**src/rtl/core/tdsac_pkg.sv**
```systemverilog
// ----------------------------------------------------------------------------
// tdsac_pkg
// Types and constants shared by the TDS average-and-convert block.
// ----------------------------------------------------------------------------
package tdsac_pkg;

  localparam int unsigned SumW  = 18;
  localparam int unsigned NumW  = 47;
  localparam int unsigned DenW  = 30;

  localparam logic [25:0] CoefCube   = 26'd8743895;
  localparam logic [25:0] CoefSquare = 26'd16768041;
  localparam logic [25:0] CoefLinear = 26'd56189911;
  localparam logic [17:0] VMax       = 18'h3FFFF;
  localparam logic [23:0] PpmMax     = 24'hFFFFFF;
  localparam logic signed [15:0] TMin = -16'sd5120;
  localparam logic signed [15:0] TMax = 16'sd25600;
  localparam logic [14:0] TOffset    = 15'd6400;

  localparam logic [7:0] RegFullScale = 8'd0;
  localparam logic [7:0] RegVref      = 8'd1;
  localparam logic [7:0] RegCellConst = 8'd2;
  localparam logic [7:0] RegTdsFactor = 8'd3;

  typedef struct packed {
    logic [11:0]        adc_sample;
    logic signed [15:0] temperature_q8;
  } in_item_t;

  typedef struct packed {
    logic [23:0] tds_ppm_q8;
    logic        saturated;
  } out_item_t;

  typedef struct packed {
    logic [12:0] adc_full_scale;
    logic [12:0] vref_millivolts;
    logic [17:0] cell_constant_q16;
    logic [16:0] tds_factor_q16;
  } cfg_t;

  typedef struct packed {
    logic [SumW-1:0]    sum;
    logic signed [15:0] temp;
  } window_t;

  typedef struct packed {
    logic            start;
    logic [NumW-1:0] num;
    logic [DenW-1:0] den;
  } div_req_t;

  typedef struct packed {
    logic            done;
    logic            busy;
    logic [NumW-1:0] quot;
  } div_rsp_t;

endpackage

```
**src/rtl/core/tdsac_queue.sv**
```systemverilog
// ----------------------------------------------------------------------------
// tdsac_queue
// Two-entry queue of finished windows between front and back.
// ----------------------------------------------------------------------------
module tdsac_queue import tdsac_pkg::*; (
  input  logic    clk_i,
  input  logic    rst_ni,
  input  logic    push_i,
  input  window_t data_i,
  input  logic    pop_i,
  output window_t data_o,
  output logic    full_o,
  output logic    empty_o
);

  window_t    mem_q [2];
  logic       wp_q, rp_q;
  logic [1:0] cnt_q;

  assign full_o  = (cnt_q == 2'd2);
  assign empty_o = (cnt_q == 2'd0);
  assign data_o  = mem_q[rp_q];

  always_ff @(posedge clk_i) begin
    if (push_i) begin
      mem_q[wp_q] <= data_i;
    end
  end

  always_ff @(posedge clk_i or negedge rst_ni) begin
    if (!rst_ni) begin
      wp_q  <= 1'b0;
      rp_q  <= 1'b0;
      cnt_q <= 2'd0;
    end else begin
      if (push_i) wp_q <= ~wp_q;
      if (pop_i) rp_q <= ~rp_q;
      cnt_q <= cnt_q + 2'(push_i) - 2'(pop_i);
    end
  end

  a_no_overfill: assert property (@(posedge clk_i) disable iff (!rst_ni)
    cnt_q <= 2'd2) else $error("queue count out of range");
  a_no_push_full: assert property (@(posedge clk_i) disable iff (!rst_ni)
    full_o |-> !push_i) else $error("push into full queue");
  a_no_pop_empty: assert property (@(posedge clk_i) disable iff (!rst_ni)
    empty_o |-> !pop_i) else $error("pop from empty queue");

endmodule

```
**config.mk**
```make
export PLATFORM = sky130hd
export DESIGN_NAME = tdsac_queue
export DESIGN_NICKNAME = d
export VERILOG_FILES = /design/src/rtl/core/tdsac_pkg.sv /design/src/rtl/core/tdsac_queue.sv
export SDC_FILE = /design/constraint.sdc
export NUM_CORES = 1
export LEC_CHECK = 0
export ABC_AREA = 1
export BUFFER_PORTS_ARGS = -buffer_cell sky130_fd_sc_hd__buf_2
export CAP_MARGIN = 40
export CORE_MARGIN = 2
export CORE_UTILIZATION = 40
export CTS_CLUSTER_DIAMETER = 30
export DETAILED_ROUTE_END_ITERATION = 6
export GPL_TIMING_DRIVEN = 0
export HOLD_SLACK_MARGIN = 0.12
export PLACE_DENSITY = 0.71
export SLEW_MARGIN = 20
export SYNTH_ARGS = -nofsm -noshare
export SYNTH_HDL_FRONTEND = slang
export SYNTH_SLANG_ARGS = --single-unit
```
**constraint.sdc**
```tcl
create_clock -name clk_i -period 3.3 [get_ports clk_i]
set_input_delay 0.99 -clock clk_i [delete_from_list [all_inputs] [get_ports clk_i]]
set_output_delay 0.99 -clock clk_i [all_outputs]
set_load 0.01 [all_outputs]
```
Word level (Yosys, flattened, before mapping) --
Memory sizes are Yosys's and may differ from the RTL's. Cells that the tools add are included.
Word-level totals: register bits 4, bits in writable memories 68, input bits 38, output and inout port bits 36, memories kept 1
Cells by class: $add $sub $neg 2, eq/ne operators 1, multiplexer cells 2, bitwise gates (word level) 2, reduce and logical (&&, ||, !) cells 1
Memories:
- mem_q | depth 2, bits a word 34, rd ports 1, clocked after Yosys merged registers in 0, write ports 1, RTL line tdsac_queue.sv:16 | window_t mem_q [2];
Operators by type and width (number):
- adder 2 x 1 -> 2 bit | 1
- == test 2 bit (second input constant) | 1
- zero test 2 bit | 1
- 2-to-1 mux 1 bit | 2
- NOT 1 bit | 2
- subtractor 2 x 1 -> 2 bit | 1

Logic depth before layout (Yosys ltp) --
depth after elaboration 2, gate-level depth with buffers 7, depth with buffers taken out 7

Worst setup path after synthesis --
OpenSTA, ideal clock, no wires.
path kind in2reg, start input push_i, end memory mem_q[0][0] in the netlist's numbering, enable pin, data arrival time 2463 ps, required time 2874 ps, path slack 412 ps, stages on the path 2, path buffers 0, cell sequence inv_1 > nor2_1
On the way: word-level cells in the longest chain between the ends 2
Ends and longest elaborated chain:
- start: declaration | RTL line tdsac_queue.sv:8 | input logic push_i,
- 2-to-1 mux 1 bit | RTL line tdsac_queue.sv:25 | if (push_i) begin
- 2-to-1 mux 1 bit (not written as such) | RTL line tdsac_queue.sv:26 | mem_q[wp_q] <= data_i;
- end: declaration | RTL line tdsac_queue.sv:16
No other way between the ends.

==> impl_metrics.tcl <==
set metrics [dict create \
    p_comb_frac 0.335 \
    fp-row-count 30 \
    power.density_nw_per_um2 828.7 \
    gp_congestion 0.5824 \
    hold_buffers 0 \
    timing.hold.ws_ns 0.4597 \
    clock_sinks 72 \
    cts_tree "built" \
    io_buffer_count 73 \
    final-setup-viol-count 0 \
    synth-seq-cells 72 \
    cts_max_level 3 \
    post-dp-hpwl_microns 3250 \
    die_h_microns 87.26 \
    drc 0 \
    internal-power_mw 1.938 \
    critPathArrivalTime_ns 1.38 \
    area_growth_pct 24.50 \
    clkPwrFrac 0.220 \
    antenna_left 0 \
    final_nets 328 \
    clkSlewWorstSetupHoldPaths_ns 0.07 \
    net-switching-power_uw 922.1 \
    maxSlewViolCount 0 \
    yosysTopAreaCell "edfxtp_1" \
    crit_path_start_kind "flop" \
    cts-root-buf "clkbuf_8" \
    cts_made_buffers 9 \
    stdcell_count 373 \
    p_sw_frac 0.3224 \
    syn_avg_cell_area_sq_um 13.66 \
    critical_path.most_common_cell "buf_2" \
    hold_violations 0 \
    cp.required_ns 2.31 \
    fin_crit_ns 2.371 \
    crit_path_max_fanout 10 \
    cts-resized-gates 0 \
    critPathBufInv 3 \
    maxSlewHeadroom 0.4841 \
    rsz0062_at_grt "no" \
    ys_warn_count 0 \
    antenna_found_initial 0 \
    clock_path_buffers 2 \
    cap_violations 0 \
    path_class "reg2out" \
    post_cts_buffers 0 \
    diodes 0 \
    critical-path-max-stage-delay_ns 0.37 \
    dp_cells 357 \
    p_seq_frac 0.445 \
    crit_chain "buf_6 -> buf_2 -> o21ai_0 -> buf_2" \
    hold_path_class "in2async" \
    period_share 0.7186 \
    via_count 1665 \
    crit_slowest_cell "dfrtp_1" \
    multi_input_area_sq_um 409.1 \
    cp-end-kind "output pin" \
    grt_use_total 0.1307 \
    run_status "complete, no violations" \
    yosysSeqAreaShare 0.7726 \
    syn_nets 243 \
    syn_area_sq_um 2773 \
    fmax_mhz 421.7 \
    final_common_cell "buf_2" \
    grt_pass1_wl_microns 7217 \
    start_util 0.4104 \
    die-area_sq_um 7613 \
    fp.dieW_microns 87.26 \
    first_global_vias 1542 \
    p_total_mw 2.861 \
    yosysTopAreaCellShare 0.7365 \
    ys_top_cells_by_area "edfxtp_1 74%, inv_1 5.6%, nand2_1 5.4%" \
    core_sq_um 6756 \
    grt_max_degree 35 \
    p_leak_nw 1.521 \
    vias_per_cell 4.464 \
    peakVddDrop_mv 0.3317 \
    rrSetupSlack_ns 1.82 \
    worst_pin_slew_ns 0.7727 \
    grt.overflow.total 0 \
    io_pins 74 \
    dr.pass1.iters 4 \
    ff_latch_area_sq_um 2142 \
    wl_per_cell_microns 12.65 \
    clock_latency_ns 0.33 \
    fillers 604 \
    synthesis.instances 203 \
    wl_microns 4717 \
    synthDistinctLibCells 15 \
    final_cell_mix "76 x buf_2, 68 x edfxtp_1, 40 x inv_1, 40 x nand2_1, 23 x o21ai_0" \
    skew_ns 0.008012 \
    fin_setup_tns_ns 0 \
    critPathTopFamily "buffers and inverters" \
    drive_gt1_frac 0.3481 \
    drtIter0Drc 70 \
]
cell usage after synthesis (all sizes together):
cell	n
inv	41
edfxtp	68
nor2	3
o21ai	34
dfrtp	4
xor2	2
ha	2
buf	8
nand3	1
nand2	40
per-stage QoR:
step                      setup WS (ns)  area (sq um)    util
after floorplan                  0.4116          2773       -
after CTS                        0.9069          3452  0.5109
after global routing             0.7987          3452  0.5109
final                            0.9287          3452  0.5109
after global placement          -0.5433          3238  0.4793
after detailed placement          1.067          3273  0.4844
final timing paths:
path / start / end / depth (start not counted)
worst min register to register: wp_q / wp_q / 1
min in group clk_i: wp_q / wp_q / 1
worst max register to register: wp_q / mem_q[1][18] / 2
worst max-delay path: rp_q / data_o[10] / 4
max in group asynchronous: rst_ni / wp_q / 1
worst min-delay path: rst_ni / cnt_q[0] / 1
area by class of cell:
type                       instances  share of cell area
buffer                             8             0.02175
clock buffer                      11             0.03806
clock inverter                     5             0.01377
inverter                          41             0.04458
multi-input combinational         82              0.1185
sequential                        72              0.6205
tap                               80             0.02900
timing repair buffer              74              0.1138
power groups by stage:
stage	registers [mW]	logic (mW)	clock network, mW
after floorplan	1.28	0.589	0
after detailed placement	1.29	0.981	0
after global routing	1.29	1.08	0.696
after global placement	1.29	0.937	0
final	1.27	0.959	0.630
after CTS	1.27	0.982	0.652
state kept, by name, summed over array words and instances (netlist names):
signal and cells:
mem_q 68, cnt_q 2, rp_q 1, wp_q 1
kinds of logic after synthesis:
group                      synth area share
AOI/OAI and AO/OA                   0.06949
adders and majority gates          0.009024
DFF                                  0.7726
buffers and inverters               0.08258
xor gates and xnor gates           0.006319
and+or+nand+nor                     0.06001
layer usage:
metal  routed length (microns)  vias up  track usage
met5                         0        -            0
met4                        59        0      0.05035
met3                       249        6      0.05782
met2                      2359       42       0.2156
met1                      2049      776       0.1495
li1                          -      841            -
(Power assumes the default switching activity.)
