--- config.mk ---
export PLATFORM = sky130hd
export DESIGN_NAME = tdsac_front
export DESIGN_NICKNAME = d
export VERILOG_FILES = /design/src/rtl/core/tdsac_pkg.sv /design/src/rtl/core/tdsac_front.sv
export SDC_FILE = /design/constraint.sdc
export NUM_CORES = 1
export LEC_CHECK = 0
export BUFFER_PORTS_ARGS = -buffer_cell sky130_fd_sc_hd__buf_2
export CAP_MARGIN = 15
export CORE_ASPECT_RATIO = 1.5
export CORE_MARGIN = 5
export CORE_UTILIZATION = 26
export DETAILED_ROUTE_END_ITERATION = 8
export PLACE_DENSITY_LB_ADDON = 0.15
export SLEW_MARGIN = 20
export SYNTH_ARGS = -nofsm -noshare
export SYNTH_HDL_FRONTEND = slang
export SYNTH_SLANG_ARGS = --single-unit
--- constraint.sdc ---
create_clock -name clk_i -period 3 [get_ports clk_i]
set_input_delay 0 -clock clk_i [delete_from_list [all_inputs] [get_ports clk_i]]
set_output_delay 0 -clock clk_i [all_outputs]
set_load 0.03 [all_outputs]
--- src/rtl/core/tdsac_pkg.sv ---
// ----------------------------------------------------------------------------
// tdsac_pkg
// Types and constants shared by the TDS average-and-convert block.
// ----------------------------------------------------------------------------
package tdsac_pkg;

  localparam int unsigned SumW  = 18;
  localparam int unsigned NumW  = 47;
  localparam int unsigned DenW  = 30;

  localparam logic [25:0] CoefCube   = 26'd8743895;
  localparam logic [25:0] CoefSquare = 26'd16768041;
  localparam logic [25:0] CoefLinear = 26'd56189911;
  localparam logic [17:0] VMax       = 18'h3FFFF;
  localparam logic [23:0] PpmMax     = 24'hFFFFFF;
  localparam logic signed [15:0] TMin = -16'sd5120;
  localparam logic signed [15:0] TMax = 16'sd25600;
  localparam logic [14:0] TOffset    = 15'd6400;

  localparam logic [7:0] RegFullScale = 8'd0;
  localparam logic [7:0] RegVref      = 8'd1;
  localparam logic [7:0] RegCellConst = 8'd2;
  localparam logic [7:0] RegTdsFactor = 8'd3;

  typedef struct packed {
    logic [11:0]        adc_sample;
    logic signed [15:0] temperature_q8;
  } in_item_t;

  typedef struct packed {
    logic [23:0] tds_ppm_q8;
    logic        saturated;
  } out_item_t;

  typedef struct packed {
    logic [12:0] adc_full_scale;
    logic [12:0] vref_millivolts;
    logic [17:0] cell_constant_q16;
    logic [16:0] tds_factor_q16;
  } cfg_t;

  typedef struct packed {
    logic [SumW-1:0]    sum;
    logic signed [15:0] temp;
  } window_t;

  typedef struct packed {
    logic            start;
    logic [NumW-1:0] num;
    logic [DenW-1:0] den;
  } div_req_t;

  typedef struct packed {
    logic            done;
    logic            busy;
    logic [NumW-1:0] quot;
  } div_rsp_t;

endpackage

--- src/rtl/core/tdsac_front.sv ---
// ----------------------------------------------------------------------------
// tdsac_front
// Window accumulator: sums samples and hands finished windows to the queue.
// ----------------------------------------------------------------------------
module tdsac_front import tdsac_pkg::*; #(
  parameter int unsigned SAMPLES = 30
) (
  input  logic     clk_i,
  input  logic     rst_ni,
  input  logic     in_valid_i,
  input  in_item_t in_item_i,
  output logic     in_stall_o,
  input  logic     q_full_i,
  output logic     q_push_o,
  output window_t  q_data_o
);

  localparam int unsigned CntW = $clog2(SAMPLES + 1);
  localparam logic [CntW-1:0] LastCnt = CntW'(SAMPLES - 1);

  logic [SumW-1:0] sum_q, sum_d, sum_new;
  logic [CntW-1:0] cnt_q, cnt_d;
  logic            take, last;

  assign in_stall_o = q_full_i;
  assign take       = in_valid_i && !q_full_i;
  assign sum_new    = sum_q + SumW'(in_item_i.adc_sample);
  assign last       = (cnt_q == LastCnt);

  always_comb begin
    sum_d = sum_q;
    cnt_d = cnt_q;
    if (take) begin
      if (last) begin
        sum_d = '0;
        cnt_d = '0;
      end else begin
        sum_d = sum_new;
        cnt_d = cnt_q + CntW'(1);
      end
    end
  end

  assign q_push_o      = take && last;
  assign q_data_o.sum  = sum_new;
  assign q_data_o.temp = in_item_i.temperature_q8;

  always_ff @(posedge clk_i or negedge rst_ni) begin
    if (!rst_ni) begin
      sum_q <= '0;
      cnt_q <= '0;
    end else begin
      sum_q <= sum_d;
      cnt_q <= cnt_d;
    end
  end

endmodule

### Word-level counts from Yosys, hierarchy flattened

Index checks and enable logic that the tools add are counted.

| cells by class | value |
|---|---|
| $add $sub $neg | 2 |
| equal/unequal tests | 1 |
| muxes and demuxes | 2 |
| reduce and logical (&&, ||, !) cells | 3 |

Operators by type and width:

| operator | count |
|---|---|
| $add A18 B12 Y18 | 1 |
| $mux W18 | 1 |
| $add A5 B1 Y5 const B | 1 |
| $eq A5 B5 Y1 const B | 1 |
| $mux W5 | 1 |
| $logic_and A1 B1 Y1 | 2 |
| $logic_not A1 Y1 | 1 |

| storage, ports and cells | value |
|---|---|
| flip-flop bits (word level) | 23 |
| input port bits | 32 |
| output and inout bits | 36 |
| logic and storage cells | 10 |

### Depth between registers and ports, before layout

Gate-level depths: netlist (run 1).

| depth | value |
|---|---|
| depth after elaboration | 3 |
| depth in mapped cells | 9 |
| mapped depth without buffers | 9 |

### Worst setup path after synthesis (run 1)

No wires, ideal clock.

| path | value |
|---|---|
| path type | register to register |
| start | register sum_q[0] |
| end | register sum_q[10] |
| library setup time | 122 ps |
| data arrival time | 2152 ps |
| required time | 2878 ps |
| slack | 727 ps |
| stages on the path, launching flop included | 10 |
| path buffers | 0 |
| clock period less this slack | 2273 ps |
| cells stage by stage | dfrtp_1 > ha_1 > inv_1 > fa_1 > nor2b_4 > o211a_1 > o31a_1 > o31a_1 > or3_1 > a32o_1 |

| on the way | value |
|---|---|
| cells in the longest elaborated chain, start to end | 2 |

Ends and longest elaborated chain:

| item | RTL line | text |
|---|---|---|
| from (decl) | tdsac_front.sv:21 | `logic [SumW-1:0] sum_q, sum_d, sum_new;` |
| from (signal assigned) | tdsac_front.sv:53 | `sum_q <= sum_d;` |
| $add A18 B12 Y18 | tdsac_front.sv:27 | `assign sum_new = sum_q + SumW'(in_item_i.adc_sample);` |
| $mux W18 | tdsac_front.sv:34 | `if (last) begin` |

Every way passes these cells.
A chain may end at the register's enable or synchronous reset.

==> summary.md, run 1 <==
| Metric | Value |
|---|---|
| Status | finished clean |
| Gp weighted congestion | 0.7981 |
| IO Count | just under 70 |
| CTS tree | yes |
| Final hold vios | 0 |
| Clock transition at the registers of the reported paths | 90 ps |
| Num CTS Buffers | 3 |
| Async SR Flop Fraction | 1.000 |
| Vias | 1474 |
| Hold Path Class | in2out |
| Initial DRC count | 56 |
| Placed Area | 1946 sq um |
| WP data required | 3000 ps |
| Setup Crit Path Kind | reg2out |
| Post-DRT Antenna Nets | 0 |
| Minimum clock period | 2664 ps |
| Vias per cell | roughly 4.8 |
| HPWL Detailed | 3436 um |
| Total Wirelength | ~4500 um |
| Beginning of the worst hold path | in_item_i[0] |
| Wire per inst | 14.66 um |
| CP delay by family, top | compound AO/OA/AOI/OAI gates |
| Initial Util | 0.2635 |
| Synth Instances | ~200 |
| Pwr dens | 1178 nW/um^2 |
| Worst path slowest cell | dfrtp_1 |
| GRT Util Overall | 0.1081 |
| CTS-repair resized insts | 0 |
| Max H-tree Level | 1 |
| Crit path capture type | output pin |
| GRT Residual Overflow | 0 |
| Count of cell types in the netlist | 43 |
| Crit-path max cell delay | 390 ps |
| Initial antenna violation count | 0 |
| Final setup TNS | 0 ps |
| Crit start category | register |
| Crit. Startpoint | sum_q[0] |
| TritonCTS Sinks | 23 |
| Largest net degree at the start of global routing | 24 |
| DRC | 0 |
| Post-Synthesis Cell Area | 1793 sq um |
| Worst-Margin Slew | between 600 and 700 ps |
| Site Rows | 37 |
| Nets | about 280 |
| Fin crit share | 0.8879 |
| Post-synthesis sequential area ratio | 0.3210 |
| Clk_lat worst skew | between 200 and 300 ps |
| Max-cap check violation count | 0 |
| Clock skew | 7.838 ps |
| Root Buffer | clkbuf_8 |
| Pins Over Slew Limit | 0 |
| Crit Path Max Fanout | 2 |
| Ys flop type | dfrtp_1 |
| Fmax | 375.4 MHz |
| Die area | 8691 sq um |
| Final setup vio count | 0 |
| Critical path arrival | 2660 ps |
| Core ar. | between 6000 and 7000 sq um |
| Critical Path Most Common Cell | o31a_1 |
| Syn avg cell area | between 8 and 9 sq um |
| Unrepaired setup endpoints after global routing | no |
| Post-layout util | 0.2940 |
| Layout cells sized above 1 | 0.1938 |
| Final Worst Setup Slack | roughly 340 ps |
| Die W | around 80 um |
| FF+latch count, synth | 23 |
| Post-synth EDFFs | 0 |
| P&R area growth vs syn | 11.58% |
| First-pass GRT wire length | roughly 7500 um |
| PortBufs | 35 |
| Reg-to-Reg Start | sum_q[0] |
| Mapped Nets | about 250 |
| Place WS | approximately 580 ps |
| Vias in the first global route | around 1600 |
| Post-route cell area | between 2000 and 2500 sq um |
| Drt pass-1 iters | 4 |
| Slew margin rel. | 0.5348 |
| LEAKAGE | 0.0009408 uW |
| Chip height | 111.7 um |
| CP Cell Sequence | ha_1 > inv_1 > fa_1 > nor2b_4 > o211a_1 > o31a_1 > o31a_1 > or3_1 > and2_1 > buf_2 |
| Critical path buffers and inverters | 2 |
| ANT cells | 0 |
| Synthesis Warnings | 0 |
| CTS Buffer Depth | 2 |
| Maximum vdd drop | 0.3282 mV |
[cell usage after synthesis, drive strengths merged, types with 4 or more instances]
library cell	n	area share
nor2	12	0.025
buf	17	0.071
a22o	7	0.034
nand3	5	0.014
nand2	20	0.042
xnor2	11	0.054
dfrtp	23	0.32
nand4	4	0.014
or3	5	0.017
xor2	4	0.020
o21ai	16	0.045
inv	10	0.021
clkbuf	4	0.0084
ha	14	0.098
a21oi	12	0.033
[layout make-up]
| type | instances | area (sq um) |
|---|---|---|
| Fill cell | 748 | 4805 |
| Multi-Input combinational cell | 151 | 1037 |
| Sequential cell | 23 | 575.6 |
| Timing Repair Buffer | 39 | 207.7 |
| Tap cell | 78 | 97.59 |
| Clock buffer | 4 | 45.04 |
| Inverter | 10 | 37.54 |
[sequential cells by signal (all words and copies together) (netlist names)]
signal / flops
sum_q: 18
cnt_q: 5
[cell families after synthesis]
| family | count (synthesis) | synth area share |
|---|---|---|
| AOI/OAI and AO/OA | 55 | 0.2052 |
| and+or+nand+nor | 66 | 0.1912 |
| buffers and inverters | 31 | 0.1005 |
| DFF | 23 | 0.3210 |
| adders and majority gates | 15 | 0.1089 |
| xor gates and xnor gates | 15 | 0.07327 |
[worst reg2reg max path, cell delays in order (launching register included)]
cell     delay [ps]
dfrtp_1         390
ha_1            190
inv_1            70
fa_1            250
nor2b_4          60
o211a_1         220
o31a_1          280
o31a_1          300
or3_1           320
a32o_1          250
[per-layer routing]
metal | up-vias | part of all wire | global-route usage
met3 | 6 | 0.035 | 0.01780
met5 | - | 0 | 0
li1 | 764 | - | -
met4 | 0 | 0.018 | 0.04817
met1 | 680 | 0.42 | 0.1260
met2 | 24 | 0.52 | 0.1896
[repair_timing]
item | 4_1_cts | 5_1_grt
buffers inserted | 0 | 0
endpoints found under the hold margin | 23 | 0
hold buffers | 1 | 0
[worst paths after layout]
kind / end / slack [ps] / cells past startpoint
max in group asynchronous: sum_q[4] / 2370 / 2
hold reg to reg: sum_q[0] / 480 / 2
hold / removal: q_data_o[0] / 0.01 / 0
setup reg to reg: sum_q[10] / 590 / 9
setup / recovery: q_data_o[26] / 340 / 10
min in group asynchronous: sum_q[13] / 250 / 2
[through the flow]
stage	total power [uW]	hold WS, ps	cells
detailed placement	2178	0.2048	300
CTS	2401	0.2048	305
finish	2356	0.01087	305
global route	2589	0.04397	305
floorplan	1804	-295.6	205
global placement	2182	0.2048	300
[placed cells by master (no fill, tap or decap), types with 2 or more instances in the layout]
master    count
nand2_1      20
and3_1        2
ha_1         14
buf_4         3
nand2b_1      3
buf_2        35
dfrtp_1      23
nor3b_1       2
nor2_1       12
xor2_1        4
xnor2_1      11
nand4_1       4
a21o_1        2
nor3_1        2
a22o_1        7
and2_1        2
nor2b_1       2
or3_1         5
a21oi_1      12
o31a_1        2
or4_1         3
o211ai_1      3
clkbuf_8      3
nand3_1       5
o21ai_0      16
inv_1        10
[report_power, final]
group | internal (uW) | switching (uW)
Sequential | 434 | 108
Clock | 95.2 | 115
Combinational | 577 | 1030
Total | 1110 | 1250
(Power assumes the default switching activity.)
==> inputs of run 2 (changes only) <==
--- a/config.mk
+++ b/config.mk
@@ -7,6 +7,8 @@
 export LEC_CHECK = 0
 export BUFFER_PORTS_ARGS = -buffer_cell sky130_fd_sc_hd__buf_2
 export CAP_MARGIN = 15
+export CELL_PAD_IN_SITES_DETAIL_PLACEMENT = 0
+export CELL_PAD_IN_SITES_GLOBAL_PLACEMENT = 1
 export CORE_ASPECT_RATIO = 1.5
 export CORE_MARGIN = 5
 export CORE_UTILIZATION = 26
==> summary.md, run 2 (synthesis gave the netlist of run 1 again) <==
| Metric | Value |
|---|---|
| Reg-to-reg endpoint | sum_q[10] |
| HPWL Detailed | ~3500 um |
| Core ar. | 6805 sq um |
| Largest regs | sum_q: 18 flops, cnt_q: 5 flops |
| Gp weighted congestion | 0.7704 |
| Max H-tree Level | 1 |
| CTS tree | yes |
| Largest register FFs | 18 |
| Num CTS Buffers | 3 |
| Final setup vio count | 0 |
| Crit. Startpoint | sum_q[0] |
| Register area | 575.6 sq um |
| IO Count | 68 |
| Slew margin rel. | 0.5801 |
| Worst path slowest cell | o21bai_1 |
| Most frequent cells in the layout | buf_2, dfrtp_1, nand2_1 |
| Vias per cell | 4.827 |
| GRT Residual Overflow | 0 |
| Flop-to-flop setup slack | 570 ps |
| Layout Cells excl Fill | 306 |
| DRC | 0 |
| Pwr dens | roughly 1200 nW/um^2 |
| Layout cells sized above 1 | 0.1974 |
| Clock transition at the registers of the reported paths | roughly 90 ps |
| Unrepaired setup endpoints after global routing | no |
| First-pass GRT wire length | 8017 um |
| Fin crit share | 0.8978 |
| TritonCTS Sinks | 23 |
| Clock skew | 3.649 ps |
| P&R area growth vs syn | 12.00% |
| Chip height | ~110 um |
| Nets | 276 |
| ANT cells | 0 |
| Die area | 8691 sq um |
| Fmax | 371.3 MHz |
| GRT Util Overall | 0.1131 |
| Multi-input logic area | 1037 sq um |
| Wire per inst | approximately 15 um |
| Largest Register | sum_q |
| Status | finished clean |
| Total Wirelength | roughly 4600 um |
| Vias in the first global route | 1646 |
| Maximum vdd drop | slightly below 0.5 mV |
| Pins Over Slew Limit | 0 |
| Post-CTS setup buffer count | 0 |
| Vias | roughly 1500 |
| Critical path endpoint | q_data_o[32] |
| Hold Path Class | in2out |
| Largest net degree at the start of global routing | 24 |
| Critical path arrival | around 2700 ps |
| WP data required | 3000 ps |
| Crit Path Max Fanout | 7 |
| Site Rows | 37 |
| Crit path capture type | output pin |
| Initial antenna violation count | 0 |
| Crit start category | register |
| Final hold vios | 0 |
| Post-DRT Antenna Nets | 0 |
| Commonest non-fill, non-tap cell in the layout | buf_2 |
| Filler Cell Count | 743 |
| Crit-path max cell delay | ~460 ps |
| Reg2Reg Depth | 9 |
| Max-cap check violation count | 0 |
| Beginning of the worst hold path | in_item_i[0] |
| Initial DRC count | 54 |
| Final setup TNS | 0 ps |
| Minimum clock period | 2693 ps |
| PortBufs | 35 |
| Initial Util | 0.2635 |
| Clk_lat worst skew | 270 ps |
| Die W | roughly 78 um |
| CP Cell Sequence | ha_1 > inv_1 > fa_1 > nor2b_4 > o211a_1 > o31a_1 > o21bai_1 > nor2_1 > xor2_1 > buf_2 |
| Setup Crit Path Kind | reg2out |
| Root Buffer | clkbuf_8 |
| CTS-repair resized insts | 0 |
| Reg-to-Reg Start | sum_q[0] |
| CTS Buffer Depth | 2 |
| Placed cell count | between 300 and 400 |
| Drt pass-1 iters | 2 |
| Post-layout util | 0.2951 |
| LEAKAGE | 0.0009460 uW |
| Worst-Margin Slew | 629.8 ps |
-- run 2: cell types whose count changed in the layout (fill, tap and decap cells not counted), sizes merged --
cell  change
buf       +1
-- run 2: critical path: cells and delay by family (launching register included) --
kind / cells / cell delay, ps
AOI/OAI and AO/OA: 3 / 960
xor gates and xnor gates: 1 / 160
adders and majority gates: 2 / 440
buffers and inverters: 2 / 290
DFF: 1 / 390
and+or+nand+nor: 2 / 190
-- run 2: layout make-up --
cell class              count  share of cell area
inverters                  10             0.01869
repair buffers             40              0.1072
clock buffers               4             0.02243
flip-flops and latches     23              0.2866
multi-input cells         151              0.5165
well taps                  78             0.04860
-- run 2: worst min-delay path by stage --
stage,slack (ps),endpoint,cells after the start
3_3_place_gp,0.2,q_data_o[11],0
3_5_place_dp,0.2,q_data_o[11],0
6_report,0.01,q_data_o[0],0
5_1_grt,0.04,q_data_o[7],0
4_1_cts,0.2,q_data_o[11],0
2_1_floorplan,-300,cnt_q[0],0
-- run 2: report_power, final --
group | internal [uW] | leakage, uW | switching (uW)
logic | 579 | 0.000651 | 1030
registers | 434 | 0.000272 | 111
clock network | 95.0 | 0.0000228 | 110
total | 1110 | 0.000946 | 1250
-- run 2: timing repair --
| item | CTS | global route |
|---|---|---|
| setup endpoints to repair | 0 | 0 |
| hold buffers | 1 | 0 |
| hold endpoints to repair | 23 | 0 |
-- run 2: metrics by stage --
stage / instance area (sq um) / setup WS, ps / power (uW) / hold slack [ps]
floorplan: 1793 / 726.8 / 1804 / -295.6
global route: 2008 / 90.70 / 2576 / 0.04346
CTS: 2008 / 270.4 / 2400 / 0.2048
global placement: 1953 / 599.5 / 2188 / 0.2048
detailed placement: 1953 / 576.0 / 2182 / 0.2048
finish: 2008 / 306.7 / 2358 / 0.01086
-- run 2: per-layer routing --
layer,global-route usage,part of all wire,vias to the layer above
li1,-,-,770
met1,0.1339,0.44,684
met2,0.1985,0.51,19
met3,0.01861,0.033,4
met4,0.04587,0.013,0
met5,0,0,-
==> inputs of run 3 (changes only) <==
--- a/config.mk
+++ b/config.mk
@@ -5,7 +5,6 @@
 export SDC_FILE = /design/constraint.sdc
 export NUM_CORES = 1
 export LEC_CHECK = 0
-export BUFFER_PORTS_ARGS = -buffer_cell sky130_fd_sc_hd__buf_2
 export CAP_MARGIN = 15
 export CELL_PAD_IN_SITES_DETAIL_PLACEMENT = 0
 export CELL_PAD_IN_SITES_GLOBAL_PLACEMENT = 1
@@ -13,8 +12,9 @@
 export CORE_MARGIN = 5
 export CORE_UTILIZATION = 26
 export DETAILED_ROUTE_END_ITERATION = 8
+export DONT_BUFFER_PORTS = 1
 export PLACE_DENSITY_LB_ADDON = 0.15
-export SLEW_MARGIN = 20
+export SLEW_MARGIN = 10
 export SYNTH_ARGS = -nofsm -noshare
 export SYNTH_HDL_FRONTEND = slang
 export SYNTH_SLANG_ARGS = --single-unit
==> summary.md, run 3 (synthesis gave the netlist of run 1 again) <==
| Metric | Value |
|---|---|
| Placed Area | 1868 sq um |
| Crit Path Max Fanout | 7 |
| Worst path slowest cell | o21bai_1 |
| Post-DRT Antenna Nets | 0 |
| Drt pass-1 iters | 5 |
| Largest net degree at the start of global routing | 24 |
| Vias | 1450 |
| Num CTS Buffers | 3 |
| Die area | 8691 sq um |
| Initial antenna violation count | 0 |
| Chip height | ~110 um |
| Reg-to-reg endpoint | sum_q[8] |
| Post-route cell area | 1943 sq um |
| ANT cells | 0 |
| Crit start category | register |
| Layout Cells excl Fill | ~280 |
| Final setup TNS | 0 ps |
| Clock skew | 4.526 ps |
| First-pass GRT wire length | 7486 um |
| GRT Residual Overflow | 0 |
| Largest regs | sum_q: 18 flops, cnt_q: 5 flops |
| PortBufs | 0 |
| Setup Crit Path Kind | reg2out |
| Vias per cell | slightly above 5 |
| Site Rows | 37 |
| CP Cell Sequence | ha_1 > inv_1 > fa_1 > nor2b_4 > o211a_1 > o31a_1 > o21bai_1 > nor2_1 > xor2_1 > buf_4 |
| Core ar. | 6805 sq um |
| Final setup vio count | 0 |
| Maximum vdd drop | 0.4833 mV |
| Largest register FFs | 18 |
| Most frequent cells in the layout | dfrtp_1, nand2_1, o21ai_0, buf_4, ha_1 |
| CTS Buffer Depth | 2 |
| Crit. Startpoint | sum_q[0] |
| Final hold vios | 0 |
| Reg2Reg Depth | 9 |
| Commonest non-fill, non-tap cell in the layout | dfrtp_1 |
| Slew margin rel. | 0.4773 |
| Total Wirelength | ~4500 um |
| Minimum clock period | 2669 ps |
| Critical path endpoint | q_data_o[32] |
| Post-CTS setup buffer count | 0 |
| Die W | 77.81 um |
| Register area | around 580 sq um |
| Vias in the first global route | 1495 |
| HPWL Detailed | 3411 um |
| Max-cap check violation count | 0 |
| Critical path arrival | ~2700 ps |
| Unrepaired setup endpoints after global routing | no |
| Crit-path max cell delay | 460 ps |
| Fin crit share | 0.8896 |
| Reg-to-Reg Start | sum_q[0] |
| Crit path capture type | output pin |
| WP data required | approximately 3000 ps |
| Hold path depth | 0 |
| Fmax | 374.7 MHz |
| Multi-input logic area | 1037 sq um |
| Number of hold buffers added after cts | 2 |
| Wire per inst | 15.92 um |
| DRC | 0 |
| TritonCTS Sinks | 23 |
| Largest Register | sum_q |
| Hold WS | 0.01086 ps |
| Gp weighted congestion | ~0.82 |
| P&R area growth vs syn | 8.374% |
| Initial DRC count | 97 |
| Pwr dens | 1240 nW/um^2 |
| LEAKAGE | slightly below 0.0009 uW |
| Status | finished clean |
| Clk_lat worst skew | 270 ps |
| CTS-repair resized insts | 0 |
| Tot Pwr | 2410 uW |
| Pins Over Slew Limit | 0 |
| Layout cells sized above 1 | 0.1117 |
| Clock transition at the registers of the reported paths | 90 ps |
| Nets | 254 |
| IO Count | 68 |
| Root Buffer | clkbuf_8 |
| Max H-tree Level | 1 |
| CTS tree | yes |
| Hold Path Class | in2out |
| Filler Cell Count | 736 |
| Placed cell count | 278 |
| GRT Util Overall | 0.1072 |
| Flop-to-flop setup slack | 530 ps |
| Initial Util | 0.2635 |
| Worst-Margin Slew | 778.5 ps |
-- run 3: power breakdown --
part	leakage [uW]	switching (uW)	internal (uW)	total, uW
clock network	0.0000228	112	95.1	207
logic	0.000581	1030	626	1660
registers	0.000272	107	434	542
total	0.000876	1250	1160	2410
-- run 3: how the worst min path moves through the flow --
stage,from,slack (ps),endpoint
global placement,rst_ni,-290,sum_q[0]
floorplan,rst_ni,-300,cnt_q[0]
CTS,in_item_i[11],0.2,q_data_o[11]
detailed placement,rst_ni,-290,sum_q[0]
finish,in_item_i[0],0.01,q_data_o[0]
global route,in_item_i[7],0.04,q_data_o[7]
-- run 3: final cells by class --
| class | count | share of cell area |
|---|---|---|
| multi-input cells | 151 | 0.5338 |
| flip-flops and latches | 23 | 0.2962 |
| clock buffers | 4 | 0.02318 |
| repair buffers | 18 | 0.07727 |
| well taps | 78 | 0.05023 |
| inverters | 10 | 0.01932 |
-- run 3: per-layer routing --
metal	wire (um)	share of wire	vias up	global-route usage
met4	72	0.016	0	0.04817
met3	232	0.051	6	0.02265
met1	1918	0.42	693	0.1224
met5	0	0	-	0
li1	-	-	718	-
met2	2298	0.51	33	0.1874
-- run 3: metrics by stage --
| stage | util | setup slack [ps] |
|---|---|---|
| finish | 0.2855 | 331.2 |
| floorplan | - | 726.8 |
| CTS | 0.2855 | 286.9 |
| detailed placement | 0.2745 | 549.8 |
| global placement | 0.2745 | 581.9 |
| global route | 0.2855 | 111.8 |
-- run 3: worst max-delay path, delay by kind of cell, from the launching register on --
kind	cells	cell delay [ps]
buf+inv	2	240
simple gates	2	200
fa+ha+maj	2	450
compound gates	3	950
flops	1	390
xor+xnor	1	170
